<file path="src/hw/rtl/lobm_pkg.sv">
// Shared types and codes of the limit order book matcher.
package lobm_pkg;

  localparam int unsigned ORDER_SLOTS_DEF = 32;
  localparam int unsigned PRICE_W = 16;
  localparam int unsigned QTY_W   = 24;
  localparam int unsigned ID_W    = 32;
  localparam int unsigned STAMP_W = 32;

  localparam logic [1:0] OP_ADD    = 2'd0;
  localparam logic [1:0] OP_CANCEL = 2'd1;
  localparam logic [1:0] OP_MODIFY = 2'd2;

  localparam logic [1:0] TIF_GTC  = 2'd0;
  localparam logic [1:0] TIF_IOC  = 2'd1;
  localparam logic [1:0] TIF_FOK  = 2'd2;
  localparam logic [1:0] TIF_POST = 2'd3;

  localparam logic [3:0] ST_FILLED    = 4'd0;
  localparam logic [3:0] ST_RESTED    = 4'd1;
  localparam logic [3:0] ST_DROPPED   = 4'd2;
  localparam logic [3:0] ST_REJECTED  = 4'd3;
  localparam logic [3:0] ST_KILLED    = 4'd4;
  localparam logic [3:0] ST_CANCELLED = 4'd5;
  localparam logic [3:0] ST_MODIFIED  = 4'd6;
  localparam logic [3:0] ST_NOT_FOUND = 4'd7;
  localparam logic [3:0] ST_FULL      = 4'd8;

  localparam logic KIND_TRADE  = 1'b0;
  localparam logic KIND_STATUS = 1'b1;

  // One resting order as held in the slot memory.
  typedef struct packed {
    logic               side;
    logic [PRICE_W-1:0] price;
    logic [QTY_W-1:0]   remaining;
    logic [ID_W-1:0]    ident;
    logic [STAMP_W-1:0] stamp;
  } entry_t;

  typedef struct packed {
    logic clr;
    logic eval;
    logic opp;
    logic mkt;
  } scan_ctl_t;

  typedef struct packed {
    logic best_found;
    logic match_found;
    logic bid_found;
    logic ask_found;
  } scan_flags_t;

endpackage

</file>
<file path="src/hw/rtl/lobm_ram.sv">
// Generic single-port-write, single-port-read RAM with registered read data.
module lobm_ram #(
  parameter int unsigned WIDTH = 8,
  parameter int unsigned DEPTH = 4
) (
  input  logic                     clk_i,
  input  logic                     we_i,
  input  logic [$clog2(DEPTH)-1:0] waddr_i,
  input  logic [WIDTH-1:0]         wdata_i,
  input  logic                     re_i,
  input  logic [$clog2(DEPTH)-1:0] raddr_i,
  output logic [WIDTH-1:0]         rdata_o
);

  logic [WIDTH-1:0] mem_q [DEPTH];
  logic [WIDTH-1:0] rdata_q;

  always_ff @(posedge clk_i) begin
    if (we_i) begin
      mem_q[waddr_i] <= wdata_i;
    end
    if (re_i) begin
      rdata_q <= mem_q[raddr_i];
    end
  end

  assign rdata_o = rdata_q;

endmodule

</file>
<file path="src/hw/rtl/lobm_scan.sv">
// Slot scan unit: best opposite order, eligible volume, identifier match, book top.
module lobm_scan #(
  parameter int unsigned ORDER_SLOTS = lobm_pkg::ORDER_SLOTS_DEF
) (
  input  logic                                clk_i,
  input  logic                                rst_ni,
  input  lobm_pkg::scan_ctl_t                 ctl_i,
  input  logic [lobm_pkg::PRICE_W-1:0]        limit_i,
  input  logic [lobm_pkg::ID_W-1:0]           req_id_i,
  input  logic [lobm_pkg::STAMP_W-1:0]        counter_i,
  input  logic                                slot_valid_i,
  input  lobm_pkg::entry_t                    slot_i,
  input  logic [$clog2(ORDER_SLOTS)-1:0]      slot_idx_i,
  output lobm_pkg::scan_flags_t               flags_o,
  output lobm_pkg::entry_t                    best_o,
  output logic [$clog2(ORDER_SLOTS)-1:0]      best_idx_o,
  output logic [lobm_pkg::QTY_W+$clog2(ORDER_SLOTS+1)-1:0] sum_o,
  output lobm_pkg::entry_t                    match_o,
  output logic [$clog2(ORDER_SLOTS)-1:0]      match_idx_o,
  output logic [lobm_pkg::PRICE_W-1:0]        bid_o,
  output logic [lobm_pkg::PRICE_W-1:0]        ask_o
);

  localparam int unsigned IDX_W = $clog2(ORDER_SLOTS);
  localparam int unsigned SUM_W = lobm_pkg::QTY_W + $clog2(ORDER_SLOTS + 1);

  lobm_pkg::scan_flags_t              flags_q, flags_d;
  lobm_pkg::entry_t                   best_q, best_d, match_q, match_d;
  logic [IDX_W-1:0]                   best_idx_q, best_idx_d, match_idx_q, match_idx_d;
  logic [lobm_pkg::STAMP_W-1:0]       best_age_q, best_age_d, age;
  logic [SUM_W-1:0]                   sum_q, sum_d;
  logic [lobm_pkg::PRICE_W-1:0]       bid_q, bid_d, ask_q, ask_d;
  logic                               eligible, take;

  always_comb begin
    age      = counter_i - slot_i.stamp;
    eligible = slot_valid_i && (slot_i.side == ctl_i.opp) &&
               (ctl_i.mkt || (ctl_i.opp ? (slot_i.price <= limit_i)
                                        : (slot_i.price >= limit_i)));
    if (slot_i.price != best_q.price) begin
      take = ctl_i.opp ? (slot_i.price < best_q.price) : (slot_i.price > best_q.price);
    end else begin
      take = age > best_age_q;
    end

    flags_d     = flags_q;
    best_d      = best_q;
    best_idx_d  = best_idx_q;
    best_age_d  = best_age_q;
    sum_d       = sum_q;
    match_d     = match_q;
    match_idx_d = match_idx_q;
    bid_d       = bid_q;
    ask_d       = ask_q;

    if (ctl_i.clr) begin
      flags_d = '0;
      sum_d   = '0;
    end else if (ctl_i.eval) begin
      if (eligible) begin
        sum_d = sum_q + SUM_W'(slot_i.remaining);
        if (!flags_q.best_found || take) begin
          flags_d.best_found = 1'b1;
          best_d     = slot_i;
          best_idx_d = slot_idx_i;
          best_age_d = age;
        end
      end
      // keep the lowest slot that holds the identifier
      if (slot_valid_i && !flags_q.match_found && slot_i.ident == req_id_i) begin
        flags_d.match_found = 1'b1;
        match_d     = slot_i;
        match_idx_d = slot_idx_i;
      end
      if (slot_valid_i && !slot_i.side) begin
        if (!flags_q.bid_found || slot_i.price > bid_q) begin
          bid_d = slot_i.price;
        end
        flags_d.bid_found = 1'b1;
      end
      if (slot_valid_i && slot_i.side) begin
        if (!flags_q.ask_found || slot_i.price < ask_q) begin
          ask_d = slot_i.price;
        end
        flags_d.ask_found = 1'b1;
      end
    end
  end

  always_ff @(posedge clk_i or negedge rst_ni) begin
    if (!rst_ni) begin
      flags_q <= '0;
    end else begin
      flags_q <= flags_d;
    end
  end

  always_ff @(posedge clk_i) begin
    best_q      <= best_d;
    best_idx_q  <= best_idx_d;
    best_age_q  <= best_age_d;
    sum_q       <= sum_d;
    match_q     <= match_d;
    match_idx_q <= match_idx_d;
    bid_q       <= bid_d;
    ask_q       <= ask_d;
  end

  assign flags_o     = flags_q;
  assign best_o      = best_q;
  assign best_idx_o  = best_idx_q;
  assign sum_o       = sum_q;
  assign match_o     = match_q;
  assign match_idx_o = match_idx_q;
  assign bid_o       = bid_q;
  assign ask_o       = ask_q;

endmodule

</file>
<file path="src/hw/rtl/limit_order_book_matcher.sv">
// Price-time priority limit order book matcher, top level.
// A pass over the book reads all ORDER_SLOTS slots in S_SCAN and then drains in S_DRAIN.
// A cancel, a modify or an add without fills takes two passes, with a decide state between
// them and a status state after them; each fill adds a decide, a trade and a pass.
// One request is in flight at a time, so the next is taken only once the status word has
// been issued and the matcher is idle again. Reset clears valid bits and the stamp counter.
module limit_order_book_matcher #(
  parameter int unsigned ORDER_SLOTS = lobm_pkg::ORDER_SLOTS_DEF
) (
  input  logic                          clk_i,
  input  logic                          rst_ni,
  // request channel
  input  logic                          in_valid_i,
  output logic                          in_stall_o,
  input  logic [1:0]                    opcode_i,
  input  logic [lobm_pkg::ID_W-1:0]     order_id_i,
  input  logic                          side_i,
  input  logic                          order_type_i,
  input  logic [1:0]                    time_in_force_i,
  input  logic [lobm_pkg::PRICE_W-1:0]  price_i,
  input  logic [lobm_pkg::QTY_W-1:0]    quantity_i,
  // result channel
  output logic                          out_valid_o,
  input  logic                          out_stall_i,
  output logic                          kind_o,
  output logic                          last_o,
  output logic [3:0]                    status_o,
  output logic [lobm_pkg::ID_W-1:0]     buy_id_o,
  output logic [lobm_pkg::ID_W-1:0]     sell_id_o,
  output logic [lobm_pkg::PRICE_W-1:0]  trade_price_o,
  output logic [lobm_pkg::QTY_W-1:0]    fill_quantity_o,
  output logic [lobm_pkg::PRICE_W-1:0]  top_bid_o,
  output logic [lobm_pkg::PRICE_W-1:0]  top_ask_o,
  output logic                          bid_present_o,
  output logic                          ask_present_o
);

  localparam int unsigned IDX_W = $clog2(ORDER_SLOTS);
  localparam int unsigned CNT_W = $clog2(ORDER_SLOTS + 1);
  localparam int unsigned SUM_W = lobm_pkg::QTY_W + CNT_W;

  typedef enum logic [2:0] {
    S_IDLE,
    S_SCAN,
    S_DRAIN,
    S_DECIDE,
    S_TRADE,
    S_STAT
  } state_e;

  state_e state_q, state_d;

  // request registers
  logic [1:0]                   op_q, op_d;
  logic [lobm_pkg::ID_W-1:0]    id_q, id_d;
  logic                         side_q, side_d, mkt_q, mkt_d;
  logic [1:0]                   tif_q, tif_d;
  logic [lobm_pkg::PRICE_W-1:0] price_q, price_d;
  logic [lobm_pkg::QTY_W-1:0]   qty_q, qty_d, rem_q, rem_d;
  logic [lobm_pkg::STAMP_W-1:0] stamp_q, stamp_d, counter_q, counter_d;
  logic [3:0]                   stat_q, stat_d;
  logic [CNT_W-1:0]             fills_q, fills_d;
  logic                         first_q, first_d, final_q, final_d;

  // scan sequencing
  logic [IDX_W-1:0]             idx_q, idx_d, ev_idx_q;
  logic                         ev_q;
  logic [ORDER_SLOTS-1:0]       valid_q, valid_d;

  // result register
  logic                         out_valid_q, out_valid_d;
  logic                         kind_q, kind_d;
  logic [3:0]                   status_q, status_d;
  logic [lobm_pkg::ID_W-1:0]    buy_q, buy_d, sell_q, sell_d;
  logic [lobm_pkg::PRICE_W-1:0] tprice_q, tprice_d, bb_q, bb_d, ba_q, ba_d;
  logic [lobm_pkg::QTY_W-1:0]   fill_q, fill_d;
  logic                         hb_q, hb_d, ha_q, ha_d;

  // memory port
  logic                         ram_we, ram_re;
  logic [IDX_W-1:0]             ram_waddr;
  lobm_pkg::entry_t             ram_wdata, ram_rdata;

  // scan unit
  lobm_pkg::scan_ctl_t          scan_ctl;
  lobm_pkg::scan_flags_t        flags;
  lobm_pkg::entry_t             best, match;
  logic [IDX_W-1:0]             best_idx, match_idx;
  logic [SUM_W-1:0]             sum;
  logic [lobm_pkg::PRICE_W-1:0] bid, ask;

  logic                         out_free, free_any;
  logic [IDX_W-1:0]             free_idx;
  logic [lobm_pkg::QTY_W-1:0]   fill;

  lobm_ram #(
    .WIDTH($bits(lobm_pkg::entry_t)),
    .DEPTH(ORDER_SLOTS)
  ) u_slots (
    .clk_i  (clk_i),
    .we_i   (ram_we),
    .waddr_i(ram_waddr),
    .wdata_i(ram_wdata),
    .re_i   (ram_re),
    .raddr_i(idx_q),
    .rdata_o(ram_rdata)
  );

  assign scan_ctl.clr  = (state_q == S_SCAN) && (idx_q == '0);
  assign scan_ctl.eval = ev_q;
  assign scan_ctl.opp  = ~side_q;
  assign scan_ctl.mkt  = mkt_q;

  lobm_scan #(
    .ORDER_SLOTS(ORDER_SLOTS)
  ) u_scan (
    .clk_i       (clk_i),
    .rst_ni      (rst_ni),
    .ctl_i       (scan_ctl),
    .limit_i     (price_q),
    .req_id_i    (id_q),
    .counter_i   (counter_q),
    .slot_valid_i(valid_q[ev_idx_q]),
    .slot_i      (ram_rdata),
    .slot_idx_i  (ev_idx_q),
    .flags_o     (flags),
    .best_o      (best),
    .best_idx_o  (best_idx),
    .sum_o       (sum),
    .match_o     (match),
    .match_idx_o (match_idx),
    .bid_o       (bid),
    .ask_o       (ask)
  );

  // lowest free slot
  always_comb begin
    free_any = 1'b0;
    free_idx = '0;
    for (int i = ORDER_SLOTS - 1; i >= 0; i--) begin
      if (!valid_q[i]) begin
        free_any = 1'b1;
        free_idx = IDX_W'(i);
      end
    end
  end

  assign out_free = !out_valid_q || !out_stall_i;
  assign fill     = (rem_q < best.remaining) ? rem_q : best.remaining;
  assign ram_re   = (state_q == S_SCAN);

  always_comb begin
    state_d     = state_q;
    op_d        = op_q;
    id_d        = id_q;
    side_d      = side_q;
    mkt_d       = mkt_q;
    tif_d       = tif_q;
    price_d     = price_q;
    qty_d       = qty_q;
    rem_d       = rem_q;
    stamp_d     = stamp_q;
    counter_d   = counter_q;
    stat_d      = stat_q;
    fills_d     = fills_q;
    first_d     = first_q;
    final_d     = final_q;
    idx_d       = idx_q;
    valid_d     = valid_q;
    out_valid_d = out_valid_q && out_stall_i;
    kind_d      = kind_q;
    status_d    = status_q;
    buy_d       = buy_q;
    sell_d      = sell_q;
    tprice_d    = tprice_q;
    fill_d      = fill_q;
    bb_d        = bb_q;
    ba_d        = ba_q;
    hb_d        = hb_q;
    ha_d        = ha_q;
    ram_we      = 1'b0;
    ram_waddr   = best_idx;
    ram_wdata   = best;

    unique case (state_q)
      S_IDLE: begin
        if (in_valid_i) begin
          op_d    = opcode_i;
          id_d    = order_id_i;
          side_d  = side_i;
          mkt_d   = order_type_i;
          tif_d   = time_in_force_i;
          price_d = price_i;
          qty_d   = quantity_i;
          rem_d   = (opcode_i == lobm_pkg::OP_ADD) ? quantity_i : '0;
          stamp_d = counter_q;
          if (opcode_i == lobm_pkg::OP_ADD) begin
            counter_d = counter_q + 1'b1;
          end
          fills_d = '0;
          first_d = 1'b1;
          final_d = 1'b0;
          idx_d   = '0;
          state_d = S_SCAN;
        end
      end
      S_SCAN: begin
        // issue one slot read a cycle
        idx_d = idx_q + 1'b1;
        if (idx_q == IDX_W'(ORDER_SLOTS - 1)) begin
          state_d = S_DRAIN;
        end
      end
      S_DRAIN: begin
        state_d = final_q ? S_STAT : S_DECIDE;
      end
      S_DECIDE: begin
        idx_d   = '0;
        final_d = 1'b1;
        state_d = S_SCAN;
        case (op_q)
          lobm_pkg::OP_ADD: begin
            if (first_q && tif_q == lobm_pkg::TIF_POST && flags.best_found) begin
              stat_d = lobm_pkg::ST_REJECTED;
            end else if (first_q && tif_q == lobm_pkg::TIF_FOK &&
                         sum < SUM_W'(qty_q)) begin
              stat_d = lobm_pkg::ST_KILLED;
            end else if (rem_q != '0 && fills_q != CNT_W'(ORDER_SLOTS) &&
                         flags.best_found) begin
              final_d = 1'b0;
              state_d = S_TRADE;
            end else if (rem_q == '0) begin
              stat_d = lobm_pkg::ST_FILLED;
            end else if (!mkt_q && (tif_q == lobm_pkg::TIF_GTC ||
                                    tif_q == lobm_pkg::TIF_POST)) begin
              if (free_any) begin
                ram_we              = 1'b1;
                ram_waddr           = free_idx;
                ram_wdata.side      = side_q;
                ram_wdata.price     = price_q;
                ram_wdata.remaining = rem_q;
                ram_wdata.ident     = id_q;
                ram_wdata.stamp     = stamp_q;
                valid_d[free_idx]   = 1'b1;
                stat_d              = lobm_pkg::ST_RESTED;
              end else begin
                stat_d = lobm_pkg::ST_FULL;
              end
            end else begin
              stat_d = lobm_pkg::ST_DROPPED;
            end
          end
          lobm_pkg::OP_CANCEL: begin
            if (flags.match_found) begin
              valid_d[match_idx] = 1'b0;
              stat_d             = lobm_pkg::ST_CANCELLED;
            end else begin
              stat_d = lobm_pkg::ST_NOT_FOUND;
            end
          end
          lobm_pkg::OP_MODIFY: begin
            if (flags.match_found) begin
              stat_d = lobm_pkg::ST_MODIFIED;
              if (qty_q == '0) begin
                valid_d[match_idx] = 1'b0;
              end else begin
                // keep stored side and identifier, take a fresh stamp
                ram_we              = 1'b1;
                ram_waddr           = match_idx;
                ram_wdata           = match;
                ram_wdata.price     = price_q;
                ram_wdata.remaining = qty_q;
                ram_wdata.stamp     = counter_q;
                counter_d           = counter_q + 1'b1;
              end
            end else begin
              stat_d = lobm_pkg::ST_NOT_FOUND;
            end
          end
          default: begin
            stat_d = lobm_pkg::ST_NOT_FOUND;
          end
        endcase
      end
      S_TRADE: begin
        if (out_free) begin
          out_valid_d         = 1'b1;
          kind_d              = lobm_pkg::KIND_TRADE;
          status_d            = '0;
          buy_d               = side_q ? best.ident : id_q;
          sell_d              = side_q ? id_q : best.ident;
          tprice_d            = best.price;
          fill_d              = fill;
          bb_d                = '0;
          ba_d                = '0;
          hb_d                = 1'b0;
          ha_d                = 1'b0;
          ram_we              = 1'b1;
          ram_wdata.remaining = best.remaining - fill;
          if (best.remaining == fill) begin
            valid_d[best_idx] = 1'b0;
          end
          rem_d   = rem_q - fill;
          fills_d = fills_q + 1'b1;
          first_d = 1'b0;
          idx_d   = '0;
          state_d = S_SCAN;
        end
      end
      S_STAT: begin
        if (out_free) begin
          out_valid_d = 1'b1;
          kind_d      = lobm_pkg::KIND_STATUS;
          status_d    = stat_q;
          buy_d       = '0;
          sell_d      = '0;
          tprice_d    = '0;
          fill_d      = rem_q;
          hb_d        = flags.bid_found;
          ha_d        = flags.ask_found;
          bb_d        = flags.bid_found ? bid : '0;
          ba_d        = flags.ask_found ? ask : '0;
          state_d     = S_IDLE;
        end
      end
      default: begin
        state_d = S_IDLE;
      end
    endcase
  end

  always_ff @(posedge clk_i or negedge rst_ni) begin
    if (!rst_ni) begin
      state_q     <= S_IDLE;
      counter_q   <= '0;
      valid_q     <= '0;
      out_valid_q <= 1'b0;
      ev_q        <= 1'b0;
      idx_q       <= '0;
      first_q     <= 1'b0;
      final_q     <= 1'b0;
      fills_q     <= '0;
    end else begin
      state_q     <= state_d;
      counter_q   <= counter_d;
      valid_q     <= valid_d;
      out_valid_q <= out_valid_d;
      ev_q        <= (state_q == S_SCAN);
      idx_q       <= idx_d;
      first_q     <= first_d;
      final_q     <= final_d;
      fills_q     <= fills_d;
    end
  end

  // payload: no reset
  always_ff @(posedge clk_i) begin
    op_q     <= op_d;
    id_q     <= id_d;
    side_q   <= side_d;
    mkt_q    <= mkt_d;
    tif_q    <= tif_d;
    price_q  <= price_d;
    qty_q    <= qty_d;
    rem_q    <= rem_d;
    stamp_q  <= stamp_d;
    stat_q   <= stat_d;
    ev_idx_q <= idx_q;
    kind_q   <= kind_d;
    status_q <= status_d;
    buy_q    <= buy_d;
    sell_q   <= sell_d;
    tprice_q <= tprice_d;
    fill_q   <= fill_d;
    bb_q     <= bb_d;
    ba_q     <= ba_d;
    hb_q     <= hb_d;
    ha_q     <= ha_d;
  end

  assign in_stall_o      = (state_q != S_IDLE);
  assign out_valid_o     = out_valid_q;
  assign kind_o          = kind_q;
  assign last_o          = kind_q;
  assign status_o        = status_q;
  assign buy_id_o        = buy_q;
  assign sell_id_o       = sell_q;
  assign trade_price_o   = tprice_q;
  assign fill_quantity_o = fill_q;
  assign top_bid_o       = bb_q;
  assign top_ask_o       = ba_q;
  assign bid_present_o   = hb_q;
  assign ask_present_o   = ha_q;

endmodule
</file>
<file path="config.mk">
export PLATFORM = sky130hd
export DESIGN_NAME = limit_order_book_matcher
export DESIGN_NICKNAME = d
export VERILOG_FILES = /design/src/hw/rtl/lobm_pkg.sv /design/src/hw/rtl/lobm_ram.sv /design/src/hw/rtl/lobm_scan.sv /design/src/hw/rtl/limit_order_book_matcher.sv
export SDC_FILE = /design/constraint.sdc
export NUM_CORES = 2
export LEC_CHECK = 0
export BUFFER_PORTS_ARGS = -buffer_cell sky130_fd_sc_hd__buf_2
export CAP_MARGIN = 20
export CORE_MARGIN = 2
export CORE_UTILIZATION = 45
export DETAILED_ROUTE_END_ITERATION = 10
export SETUP_SLACK_MARGIN = 0.05
export SYNTH_ARGS = -nofsm -noshare
export SYNTH_HDL_FRONTEND = slang
export SYNTH_HIERARCHICAL = 1
export SYNTH_SLANG_ARGS = --single-unit
</file>
<file path="constraint.sdc">
create_clock -name clk_i -period 11.8 [get_ports clk_i]
set_input_delay 1.77 -clock clk_i [delete_from_list [all_inputs] [get_ports clk_i]]
set_output_delay 1.77 -clock clk_i [all_outputs]
set_load 0.03 [all_outputs]
</file>
==> impl_results.md <==
- Critical Path AT: 7.48 ns
- Crit path capture type: flop
- Crit-path max cell delay: 0.53 ns
- First-pass GRT wire length: 702,800 um
- Slew Limit Fails: 1
- Post-CTS Resized: 0
- Maximum root-to-sink buffer count: 4
- CP Max Fanout: 36
- Rows: 222
- Rel. slew slack: -5.927%
- Most frequent CP cell: o21ai_0
- Status: finished with violations
- Power, Total: 43.17 mW
- Port bufs: 227
- Failing checks: slew limit
- Die height: 609.8 um
- Tcrit/Tclk final: 57.36%
- Finished Core Util: 51.18%
- Crit-path slowest cell: o21ai_0
- Clock transition at path regs: 0.06 ns
- MaxCap Viol Count: 0
- Hold-fix buffer count after cts: 0
- Worst Tran Pin Value: 1.589 ns
- Fmax: 0.1477 GHz
- Skew final: 0.05362 ns
- Layout area overhead: 13.28%
- Worst min path class: flop to flop
- DR WL/cell: 33.84 um
- HPWL after DPL: 284,600 um
- Final wirelength: 504,000 um
- Root Buffer: clkbuf_16
- Global router's overall resource usage: 26.59%
- Core area: 365,500 sq um
- Clock Latency Late Sink: 0.98 ns
- Synthesized Nets: 9,591
- DRT antenna net count: 0
- Initial antenna violation count: 29
- Layout cells sized above 1: 16.50%
- Grt total ovfl: 0
- VDD IR-drop max: 0.2035 mV
- Pwr/cell area: 230.8 nW/um^2
- H-Tree Depth: 5
- Die W: 609.8 um
- Worst Path Class, Setup: flop to flop
- RSZ-0062 raised after global routing: false
- GPL Wtd Cong: 0.9370
- Critical path, cell by cell: ha_1 -> a2111oi_0 -> o21ai_0 -> o21ai_0 -> o211ai_1 -> a21oi_4 -> buf_4 -> nor2_1 -> a21oi_1 -> ha_1 -> nor2b_1 -> o21a_1 -> o21ai_0 -> a2111oi_0 -> buf_4 -> o31ai_1 -> o21ai_0 -> a31oi_1 -> mux2i_1 -> o211ai_1 -> buf_4
- Routed vias/inst: 6.275
- Critical Path RT: 12.51 ns
- Fin. Hold Viols: 0
- Final setup fails: 0
- Cts bufs inserted: 414
- Starting Density: 45.18%
- 1st-iter DRT viols: 11,344
- Syn avg cell area: 17.85 sq um
- Syn Inst Count: 9,251
- Post-CTS Setup Inserts: 0
- Post-Syn Area: 165,100 sq um
- Vias in the first global route: 90,829
- Io pins: 228
- CTS tree: yes
- Clock Sink Count: 4,079
- Drt drc: 0
- Crit path launch type: flop
- Synth warn: 6
- DIE AREA: 371,900 sq um
- Nets: 10,040
- Min Tclk post-route: 6.769 ns
- Largest net degree at the start of global routing: 137
- Drt pass-1 iters: 7
- Leak Pwr: 63.20 nW
- Vias after detailed routing: 93,466
- Post-route setup TNS: 0 ns
[sequential cells by signal, indices dropped and copies added (netlist names), 30 cells and up]
register / cells
u_scan/best_age_q: 32
valid_q: 32
u_scan/match_o: 33
id_q: 32
sell_id_o: 32
counter_q: 32
u_scan/best_o: 105
u_slots/mem_q: 3360
buy_id_o: 32
u_scan/sum_o: 30
stamp_q: 32
u_slots/rdata_o: 105
[stage by stage]
| stage | setup slack (ns) | area [sq um] | cells | hold slack, ns |
|---|---|---|---|---|
| after global routing | 4.559 | 187000 | 14883 | 0.4665 |
| after detailed placement | 4.749 | 173100 | 14089 | 0.4418 |
| after floorplan | 0.5763 | 165100 | 9251 | 0.4230 |
| after CTS | 4.715 | 186800 | 14859 | 0.4493 |
| final | 5.031 | 187100 | 14895 | 0.4424 |
| after global placement | 4.797 | 172900 | 14084 | 0.4366 |
[layout make-up]
class / count / area, sq um
Inverter: 295 / 1115
Multi-Input combinational cell: 4427 / 40670
Tap cell: 4816 / 6026
Sequential cell: 4079 / 121700
Timing Repair Buffer: 483 / 3724
Clock buffer: 507 / 10900
Antenna cell: 25 / 62.56
Clock inverter: 263 / 2865
Fill cell: 29292 / 178500
[path summary, 6_finish.rpt]
| path | cells past startpoint | from | slack, ns | end |
|---|---|---|---|---|
| worst min-delay path | 0 | u_slots/rdata_o[6] | 0.44 | u_scan/best_o[6] |
| worst max register to register | 21 | rem_q[11] | 5.03 | u_slots/mem_q[13][87] |
| max in group asynchronous | 2 | rst_ni | 9.66 | idx_q[3] |
| min in group asynchronous | 1 | rst_ni | 0.82 | u_scan/flags_o[0] |
| worst min register to register | 0 | u_slots/rdata_o[6] | 0.44 | u_scan/best_o[6] |
| worst max-delay path | 21 | rem_q[11] | 5.03 | u_slots/mem_q[13][87] |
[layout by cell type, fill, tap and decap left out, drive strengths merged, types with 77 or more instances in the layout]
master	n
a21o	77
a21oi	220
a22o	78
a22oi	568
buf	483
clkbuf	507
clkinv	182
dfrtp	86
edfxtp	3958
ha	254
inv	310
mux2i	931
mux4	430
nand2	180
nand3	277
nand4	98
nor2	302
o21ai	152
xor2	78
[where the power goes]
group	leakage, nW	switching (mW)	internal [mW]	total (mW)
Combinational	19.3	7.59	4.15	11.7
Sequential	37.2	0.712	17.4	18.1
Clock	6.70	5.60	7.70	13.3
Total	63.2	13.9	29.3	43.2
[metal layers]
layer / global-route usage [%] / part of all wire [%]
met1: 37.13 / 41
met4: 8.853 / 3.7
met5: 0 / 0.029
met2: 42.78 / 47
met3: 4.211 / 8.3
[critical path, delay by kind of cell, from the launching register on]
kind	cells	cell delay, ns
multiplexers	1	0.10
buffers and inverters	3	1.06
AO/OA/AOI/OAI	13	3.90
adder cells (fa/ha/maj)	2	0.70
flip-flops	1	0.51
AND/OR/NAND/NOR	2	0.21
No activity file was read; power rests on OpenSTA's default activity.
